## config.mk

```make
export PLATFORM = sky130hd
export DESIGN_NAME = priority_job_dispatcher
export DESIGN_NICKNAME = d
export VERILOG_FILES = /design/src/rtl/core/pjd_pkg.sv /design/src/rtl/core/priority_job_dispatcher.sv /design/src/rtl/core/pjd_pick.sv
export SDC_FILE = /design/constraint.sdc
export NUM_CORES = 1
export LEC_CHECK = 0
export ABC_AREA = 1
export BUFFER_PORTS_ARGS = -buffer_cell sky130_fd_sc_hd__buf_4
export CORE_AREA = 2 2 209 211
export DETAILED_ROUTE_END_ITERATION = 12
export DIE_AREA = 0 0 211 213
export PLACE_DENSITY = 0.81
export SYNTH_ARGS = -nofsm -noshare
export SYNTH_HDL_FRONTEND = slang
export SYNTH_SLANG_ARGS = --single-unit
```

## constraint.sdc

```tcl
create_clock -name clk -period 6.1 [get_ports clk]
set_input_delay 0.61 -clock clk [delete_from_list [all_inputs] [get_ports clk]]
set_output_delay 0.61 -clock clk [all_outputs]
set_load 0.01 [all_outputs]
```

## src/rtl/core/pjd_pkg.sv

```systemverilog
// Package: shared types, codes and constants of the priority job dispatcher.
`timescale 1ns / 1ps
`default_nettype none
package pjd_pkg;

  localparam int TABLE_SLOTS_DEF = 16;
  localparam int MAX_WORKERS_DEF = 8;
  localparam int ORDER_W         = 16;

  localparam logic [2:0] OP_SUBMIT     = 3'd0;
  localparam logic [2:0] OP_CANCEL     = 3'd1;
  localparam logic [2:0] OP_CANCEL_ALL = 3'd2;
  localparam logic [2:0] OP_CLEAR      = 3'd3;
  localparam logic [2:0] OP_TAKE       = 3'd4;
  localparam logic [2:0] OP_COMPLETE   = 3'd5;
  localparam logic [2:0] OP_QUERY      = 3'd6;

  localparam logic [2:0] ST_QUEUED    = 3'd0;
  localparam logic [2:0] ST_RUNNING   = 3'd1;
  localparam logic [2:0] ST_SUCCEEDED = 3'd2;
  localparam logic [2:0] ST_FAILED    = 3'd3;
  localparam logic [2:0] ST_CANCELLED = 3'd4;

  localparam logic [1:0] PRIO_HIGH = 2'd2;

  localparam logic [1:0] STAT_OK      = 2'd0;
  localparam logic [1:0] STAT_FULL    = 2'd1;
  localparam logic [1:0] STAT_NO_JOB  = 2'd2;
  localparam logic [1:0] STAT_BAD     = 2'd3;

  localparam logic CFG_WORKER_CAP   = 1'b0;
  localparam logic CFG_RESERVE_MODE = 1'b1;

  typedef struct packed {
    logic [2:0]         state;
    logic [1:0]         prio;
    logic               stop;
    logic [ORDER_W-1:0] order;
  } entry_t;

  // Ranking key of one job during a take scan.
  typedef struct packed {
    logic [1:0]         prio;
    logic [ORDER_W-1:0] age;
  } rank_t;

endpackage
`default_nettype wire

```

## src/rtl/core/priority_job_dispatcher.sv

```systemverilog
// Top level: job table with priority dispatch to workers.
//
//  channel | dir | signals                      | contents
//  --------+-----+------------------------------+-------------------------------
//  s       | in  | s_tvalid s_tready s_tdata    | one command word per handshake
//  m       | out | m_tvalid m_tready m_tdata    | one response word per command
//  cfg     | in  | cfg_we cfg_index cfg_data    | worker cap, reserve mode
//
// Sweeps: cancel all, clear finished and take sweep the table, one slot per
// cycle through the job memory. Submit stops at the first free slot or, on a
// full table, answers full. Cancel, complete and query read one entry; a bad
// slot, a refused worker or an unknown opcode goes straight to the response.
// Reset (rst, synchronous) clears the valid flip-flops, order counter and
// control at once; no clearing pass. A command is taken while the previous
// response still waits in the output register; a stalled m_tready holds the
// finished response in the engine until free.
module priority_job_dispatcher #(
  parameter int TABLE_SLOTS = pjd_pkg::TABLE_SLOTS_DEF,
  parameter int MAX_WORKERS = pjd_pkg::MAX_WORKERS_DEF
) (
  input  wire logic        clk,
  input  wire logic        rst,
  input  wire logic        s_tvalid,
  output logic             s_tready,
  // s_tdata from bit 0: opcode[2:0], priority_req[4:3], job_slot[8:5],
  // worker[11:9], outcome[13:12], zero pad [15:14]
  input  wire logic [15:0] s_tdata,
  output logic             m_tvalid,
  input  wire logic        m_tready,
  // m_tdata from bit 0: status[1:0], job_slot_out[5:2], job_state[8:6],
  // job_priority[10:9], zero pad [15:11]
  output logic [15:0]      m_tdata,
  input  wire logic        cfg_we,
  input  wire logic        cfg_index,
  input  wire logic [3:0]  cfg_data
);
  import pjd_pkg::*;

  localparam int SW = $clog2(TABLE_SLOTS);
  localparam int CW = $clog2(TABLE_SLOTS + 1);

  localparam logic [1:0] S_IDLE = 2'd0;
  localparam logic [1:0] S_SCAN = 2'd1;
  localparam logic [1:0] S_ONE  = 2'd2;
  localparam logic [1:0] S_DONE = 2'd3;

  // input word fields
  logic [2:0] in_op;
  logic [1:0] in_prio;
  logic [3:0] in_slot;
  logic [2:0] in_widx;
  logic [1:0] in_outc;
  assign in_op   = s_tdata[2:0];
  assign in_prio = s_tdata[4:3];
  assign in_slot = s_tdata[8:5];
  assign in_widx = s_tdata[11:9];
  assign in_outc = s_tdata[13:12];

  // configuration
  logic [3:0] worker_cap;
  logic       reserve_mode;

  // control and latched command
  logic [1:0]         state;
  logic [2:0]         op;
  logic [1:0]         prio_sat;
  logic [SW-1:0]      slot;
  logic [3:0]         slot_raw;
  logic [2:0]         widx;
  logic [1:0]         outc;
  logic [CW-1:0]      idx;
  logic               rd_pend;
  logic [SW-1:0]      rd_addr;
  logic [TABLE_SLOTS-1:0] valid;
  logic [ORDER_W-1:0] order_counter;

  // take scan bookkeeping
  logic          found;
  logic [SW-1:0] best_slot;
  entry_t        best_ent;
  rank_t         best_rank;

  // staged response
  logic [1:0] res_status;
  logic [3:0] res_slot;
  logic [2:0] res_state;
  logic [1:0] res_prio;

  // output register
  logic [1:0] out_status;
  logic [3:0] out_slot;
  logic [2:0] out_state;
  logic [1:0] out_prio;

  // job memory
  entry_t        mem [TABLE_SLOTS];
  entry_t        rdata;
  logic          rd_en;
  logic [SW-1:0] raddr;
  logic          mem_we;
  logic [SW-1:0] waddr;
  entry_t        wdata;

  logic   in_fire;
  logic   idx_live;
  logic   scan_end;
  logic   reserved_block;
  logic   beats;
  rank_t  cand_rank;
  logic   cand_ok;
  logic [2:0] done_state;

  assign s_tready = (state == S_IDLE);
  assign in_fire  = s_tvalid && s_tready;
  assign idx_live = (32'(idx) < TABLE_SLOTS);
  assign scan_end = !idx_live && !rd_pend;

  assign cand_rank.prio = rdata.prio;
  assign cand_rank.age  = order_counter - rdata.order;
  assign cand_ok = rd_pend && valid[rd_addr] && (rdata.state == ST_QUEUED) && !rdata.stop;

  pjd_pick u_pick (
    .cand  (cand_rank),
    .best  (best_rank),
    .found (found),
    .beats (beats)
  );

  // In reserve mode with a cap above one, the last allowed worker only takes high priority work.
  assign reserved_block = reserve_mode && (worker_cap > 4'd1) &&
                          ({1'b0, widx} == (worker_cap - 4'd1)) &&
                          (best_rank.prio != PRIO_HIGH);

  // Completion outcome mapping for a running job.
  always_comb begin
    case (outc)
      2'd0:    done_state = rdata.stop ? ST_CANCELLED : ST_SUCCEEDED;
      2'd1:    done_state = rdata.stop ? ST_CANCELLED : ST_FAILED;
      default: done_state = ST_FAILED;
    endcase
  end

  // Memory port control.
  always_comb begin
    rd_en  = 1'b0;
    raddr  = idx[SW-1:0];
    mem_we = 1'b0;
    waddr  = rd_addr;
    wdata  = rdata;
    case (state)
      S_IDLE: begin
        rd_en = s_tvalid;
        raddr = SW'(in_slot);
      end
      S_SCAN: begin
        if (op == OP_SUBMIT) begin
          if (idx_live && !valid[idx[SW-1:0]]) begin
            mem_we      = 1'b1;
            waddr       = idx[SW-1:0];
            wdata.state = ST_QUEUED;
            wdata.prio  = prio_sat;
            wdata.stop  = 1'b0;
            wdata.order = order_counter;
          end
        end else begin
          rd_en = idx_live;
          if (op == OP_CANCEL_ALL && rd_pend && valid[rd_addr]) begin
            mem_we     = 1'b1;
            wdata.stop = 1'b1;
            if (rdata.state == ST_QUEUED) wdata.state = ST_CANCELLED;
          end
          if (op == OP_TAKE && scan_end && found && !reserved_block) begin
            mem_we      = 1'b1;
            waddr       = best_slot;
            wdata       = best_ent;
            wdata.state = ST_RUNNING;
          end
        end
      end
      S_ONE: begin
        waddr = slot;
        if (op == OP_CANCEL) begin
          mem_we     = 1'b1;
          wdata.stop = 1'b1;
          if (rdata.state == ST_QUEUED) wdata.state = ST_CANCELLED;
        end else if (op == OP_COMPLETE && rdata.state == ST_RUNNING) begin
          mem_we      = 1'b1;
          wdata.state = done_state;
        end
      end
      default: begin
      end
    endcase
  end

  always_ff @(posedge clk) begin
    if (mem_we) mem[waddr] <= wdata;
    if (rd_en) rdata <= mem[raddr];
  end

  // Configuration writes, clamped to the allowed worker range.
  always_ff @(posedge clk) begin
    if (rst) begin
      worker_cap   <= (MAX_WORKERS < 4) ? 4'(MAX_WORKERS) : 4'd4;
      reserve_mode <= 1'b0;
    end else if (cfg_we) begin
      if (cfg_index == CFG_WORKER_CAP) begin
        if (cfg_data == 4'd0) worker_cap <= 4'd1;
        else if (32'(cfg_data) > MAX_WORKERS) worker_cap <= 4'(MAX_WORKERS);
        else worker_cap <= cfg_data;
      end else begin
        reserve_mode <= cfg_data[0];
      end
    end
  end

  // Command engine.
  always_ff @(posedge clk) begin
    if (rst) begin
      state         <= S_IDLE;
      valid         <= '0;
      order_counter <= '0;
      rd_pend       <= 1'b0;
      found         <= 1'b0;
      idx           <= '0;
      m_tvalid      <= 1'b0;
    end else begin
      // drop the word once taken, unless a new one loads in the same cycle
      if (m_tvalid && m_tready && state != S_DONE) m_tvalid <= 1'b0;
      case (state)
        S_IDLE: begin
          if (in_fire) begin
            op       <= in_op;
            prio_sat <= (in_prio > PRIO_HIGH) ? PRIO_HIGH : in_prio;
            slot     <= SW'(in_slot);
            slot_raw <= in_slot;
            widx     <= in_widx;
            outc     <= in_outc;
            idx      <= '0;
            rd_pend  <= 1'b0;
            found    <= 1'b0;
            res_status <= (in_op == OP_TAKE && {1'b0, in_widx} >= worker_cap) ?
                          STAT_NO_JOB : STAT_BAD;
            res_slot   <= '0;
            res_state  <= '0;
            res_prio   <= '0;
            case (in_op)
              OP_SUBMIT, OP_CANCEL_ALL, OP_CLEAR: state <= S_SCAN;
              OP_TAKE: begin
                if ({1'b0, in_widx} >= worker_cap) begin
                  state <= S_DONE;
                end else begin
                  state <= S_SCAN;
                end
              end
              OP_CANCEL, OP_COMPLETE, OP_QUERY: begin
                // reject slots beyond the table or not in use
                if (32'(in_slot) < TABLE_SLOTS && valid[SW'(in_slot)]) state <= S_ONE;
                else state <= S_DONE;
              end
              default: state <= S_DONE;
            endcase
          end
        end
        S_SCAN: begin
          if (op == OP_SUBMIT) begin
            if (!idx_live) begin
              res_status <= STAT_FULL;
              state      <= S_DONE;
            end else if (!valid[idx[SW-1:0]]) begin
              valid[idx[SW-1:0]] <= 1'b1;
              order_counter      <= order_counter + 1'b1;
              res_status <= STAT_OK;
              res_slot   <= 4'(idx);
              res_state  <= ST_QUEUED;
              res_prio   <= prio_sat;
              state      <= S_DONE;
            end else begin
              idx <= idx + 1'b1;
            end
          end else begin
            // advance the read sweep; the previous slot's data is in rdata
            rd_pend <= idx_live;
            rd_addr <= idx[SW-1:0];
            if (idx_live) idx <= idx + 1'b1;
            if (op == OP_CLEAR && rd_pend && valid[rd_addr] &&
                rdata.state >= ST_SUCCEEDED) begin
              valid[rd_addr] <= 1'b0;
            end
            if (op == OP_TAKE && cand_ok && beats) begin
              found     <= 1'b1;
              best_slot <= rd_addr;
              best_ent  <= rdata;
              best_rank <= cand_rank;
            end
            if (scan_end) begin
              state <= S_DONE;
              if (op == OP_TAKE) begin
                if (found && !reserved_block) begin
                  res_status <= STAT_OK;
                  res_slot   <= 4'(best_slot);
                  res_state  <= ST_RUNNING;
                  res_prio   <= best_rank.prio;
                end else begin
                  res_status <= STAT_NO_JOB;
                end
              end else begin
                res_status <= STAT_OK;
              end
            end
          end
        end
        S_ONE: begin
          state <= S_DONE;
          if (op == OP_COMPLETE && rdata.state != ST_RUNNING) begin
            res_status <= STAT_BAD;
          end else begin
            res_status <= STAT_OK;
            res_slot   <= slot_raw;
            res_prio   <= rdata.prio;
            res_state  <= mem_we ? wdata.state : rdata.state;
          end
        end
        default: begin
          // hold the response until the output register is free
          if (!m_tvalid || m_tready) begin
            m_tvalid   <= 1'b1;
            out_status <= res_status;
            out_slot   <= res_slot;
            out_state  <= res_state;
            out_prio   <= res_prio;
            state      <= S_IDLE;
          end
        end
      endcase
    end
  end

  assign m_tdata = {5'd0, out_prio, out_state, out_slot, out_status};

endmodule
`default_nettype wire

```

## src/rtl/core/pjd_pick.sv

```systemverilog
// Ranking compare: does a candidate job beat the best one found so far.
`timescale 1ns / 1ps
`default_nettype none
module pjd_pick (
  input  pjd_pkg::rank_t cand,
  input  pjd_pkg::rank_t best,
  input  logic           found,
  output logic           beats
);
  import pjd_pkg::*;

  // Higher priority wins; on a tie the larger age (older job) wins.
  assign beats = !found || (cand.prio > best.prio) ||
                 ((cand.prio == best.prio) && (cand.age > best.age));

endmodule
`default_nettype wire
```

==> summary.txt <==
Status
  – Run status: completed

Critical path
  – Worst Path Required: 6.31 ns
  – Crit path arrival time: 5.02 ns
  – Crit path launch: rdata[2]
  – Crit. End Element: register
  – Critical path class: reg -> reg
  – Reg2Reg Depth: 21
  – Critical path endpoint: best_ent[16]
  – Startpoint Class: register
  – Reg2Reg Launch Point: rdata[2]
  – CP Max Fanout: 39
  – Reg2Reg Capture Point: best_ent[16]
  – Reg2Reg Setup Slack: 1.29 ns

STA
  – RSZ-0062 raised after global routing: false
  – Final Hold Vio Count: 0
  – Period utilization: 0.788
  – Total negative slack: 0 ns
  – Worst Skew: 0.0318 ns
  – Endpoints failing setup: 0
  – Relative slew slack: 0.138
  – Slew Limit Fails: 0
  – Final min period: 4.81 ns
  – Worst Tran Pin Value: 1.29 ns
  – Upper clock frequency limit: 208 MHz

Power and ir drop
  – Leakage power: 9.89 nW
  – Pwr dens: 433 nW/um2
  – Pwr Total: 11.2 mW
  – Maximum VDD drop: 0.319 mV

Synthesis
  – Synthesized flop and latch total: 500
  – Yosys warning count: 0
  – Cell area after synthesis: 23,100 um2
  – Synth Flop Type: edfxtp_1
  – Synthesized instance count: 2,230
  – Distinct cells, synth: 52
  – Async set-reset flop share out of synthesis: 0
  – Post-synth EDFFs: 453
  – Syn_area_per_cell: 10.4 um2
  – Sequential share of the synthesized area: 0.629

Route
  – WL per Instance: 19.3 um
  – Via count: 16,700
  – Antenna-violating nets left: 0
  – First-pass DRT Iterations: 5
  – DRT iter0 DRCs: 2,126
  – Post-Route WL: 54.9 mm
  – Post-route DRC: 0
  – Routed vias/inst: 5.89

Clocking
  – Cts bufs inserted: 51
  – Number of clock sinks: 500
  – Clk buf depth: 3
  – CTS H-Tree Depth: 2
  – Clock-pin slew on the worst setup and hold paths: 0.06 ns
  – CTS Hold Buffers Added: 0
  – Postcts setup bufs: 0
  – Cts repair resizes: 0
  – CTS root buf: clkbuf_16
  – Clock latency on the worst-skew pair: 0.61 ns
  – CTS tree: yes

Final layout
  – Post-route cell area: 25,800 um2
  – Final-layout fill cell count: 3,259
  – # diodes: 0
  – FF/Latch Area: 14,500 um2
  – Most frequent cells in the layout: 453 x edfxtp_1, 342 x nand2_1, 329 x inv_1, 196 x o21ai_0, 193 x a21oi_1
  – Area of the multi-input gates: 6920 um2
  – P&R area growth vs syn: 11.4%
  – Share of layout cells above drive strength 1: 0.0887
  – Nets: 2,331
  – Commonest non-fill, non-tap cell in the layout: edfxtp_1
  – Final Non-Filler Cells: 2,845

Floorplan
  – Initial Utilization: 0.542
  – DIE WIDTH: 211 um
  – I/O pin total: 44
  – Die area: 44,900 um2
  – Core ar.: 42,700 um2
  – Row count: 76
  – DIE HEIGHT: 213 um

Global routing
  – Total grt overflow: 0
  – Largest net degree at the start of global routing: 265
  – Overall Global Routing Usage: 0.246
  – First-pass GRT wire length: 86.8 mm
  – Vias in the first global route: 16,200
  – Initial antenna violation count: 0

Placed design
  – HPWL after DPL: 34.5 mm
  – Placed cells: 2,749
  – Area after DPL: 24,000 um2
  – GP Congestion: 0.923
  – Port bufs: 36

Run
  – Max_cap viols: 0

Worst hold path
  – Worst hold-check path type: in -> reg
==> sequential cells by signal (all words and copies together) (netlist names), 3 cells and up <==
register / flops
out_slot: 4
slot_raw: 4
best_slot: 4
mem: 352
op: 3
res_slot: 4
best_ent: 17
best_rank: 18
widx: 3
out_state: 3
res_state: 3
rdata: 20
rd_addr: 4
valid: 16
order_counter: 16
idx: 5
worker_cap: 4
==> per-stage QoR <==
step	hold slack (ns)	util	setup WS [ns]
6_report	0.179	0.604	1.29
5_1_grt	0.173	0.604	0.869
4_1_cts	0.167	0.603	1.31
3_5_place_dp	0.406	0.563	1.36
3_3_place_gp	0.408	0.563	1.42
2_1_floorplan	0.400	-	1.83
==> area by class of cell <==
cell class,count,share of cell area
flip-flops and latches,500,0.564
multi-input cells,1286,0.269
clock buffers,60,0.0517
inverters,337,0.0492
well taps,546,0.0265
repair buffers,80,0.0243
clock inverters,36,0.0155
==> synthesized netlist by cell type, drive strengths merged (5+ instances only) <==
cell type  count  share of area
edfxtp       453           0.59
nand2        347          0.057
inv          334          0.054
o21ai        217          0.047
a21oi        194          0.042
nand3        169          0.037
nor2         101          0.018
o211ai        89          0.029
clkbuf        70          0.011
ha            48          0.026
dfxtp         47          0.041
buf           41          0.010
nand4         23         0.0062
o221ai        21         0.0080
nor3          16         0.0042
xor2          13         0.0049
a211oi         5         0.0016
xnor2          5         0.0019
==> kinds of logic after synthesis <==
| kind of cell | after synthesis | synth area share |
|---|---|---|
| buffers and inverters | 448 | 0.0766 |
| AO/OA/AOI/OAI | 550 | 0.136 |
| flip-flops | 500 | 0.629 |
| XOR/XNOR | 18 | 0.00681 |
| other | 1 | 0.000162 |
| AND/OR/NAND/NOR | 664 | 0.125 |
| adder cells (fa/ha/maj) | 49 | 0.0268 |
==> critical path, cell delays in order, from the launching register on <==
cell      delay (ns)
edfxtp_1        0.37
inv_1           0.10
ha_1            0.41
nand3_1         0.10
nand2_1         0.12
a21oi_1         0.10
o21ai_0         0.37
a21boi_0        0.22
o21ai_0         0.33
nand3_1         0.15
nand2_1         0.09
nand2_1         0.05
nand2_1         0.05
inv_1           0.06
ha_1            0.29
nand4_1         0.13
nor3_1          0.19
o21ai_0         0.12
o211ai_1        0.09
nand2_1         0.11
nand2_1         0.10
and3_2          0.83
==> power by group <==
group / switching [mW] / internal, mW / total, mW / leakage (nW)
registers: 0.126 / 4.56 / 4.68 / 4.49
clock network: 1.35 / 1.87 / 3.22 / 0.836
logic: 2.39 / 0.865 / 3.25 / 4.56
==> layer usage <==
metal  wire length, um  global-route usage  vias to the layer above
met5                 0                   0                        -
met4              1470              0.0828                        0
met3              4690              0.0447                      127
met2             25900               0.400                      804
met1             22900               0.336                     7986
li1                  -                   -                     7830
==> worst min path at each step <==
stage	cells after the start	slack [ns]	to	from
finish	1	0.18	outc[0]	s_tdata[12]
global placement	0	0.41	out_status[1]	res_status[1]
global route	1	0.17	outc[0]	s_tdata[12]
detailed placement	0	0.41	out_status[1]	res_status[1]
CTS	1	0.17	outc[0]	s_tdata[12]
floorplan	0	0.40	out_prio[0]	res_prio[0]
No activity file was read; power rests on OpenSTA's default activity.
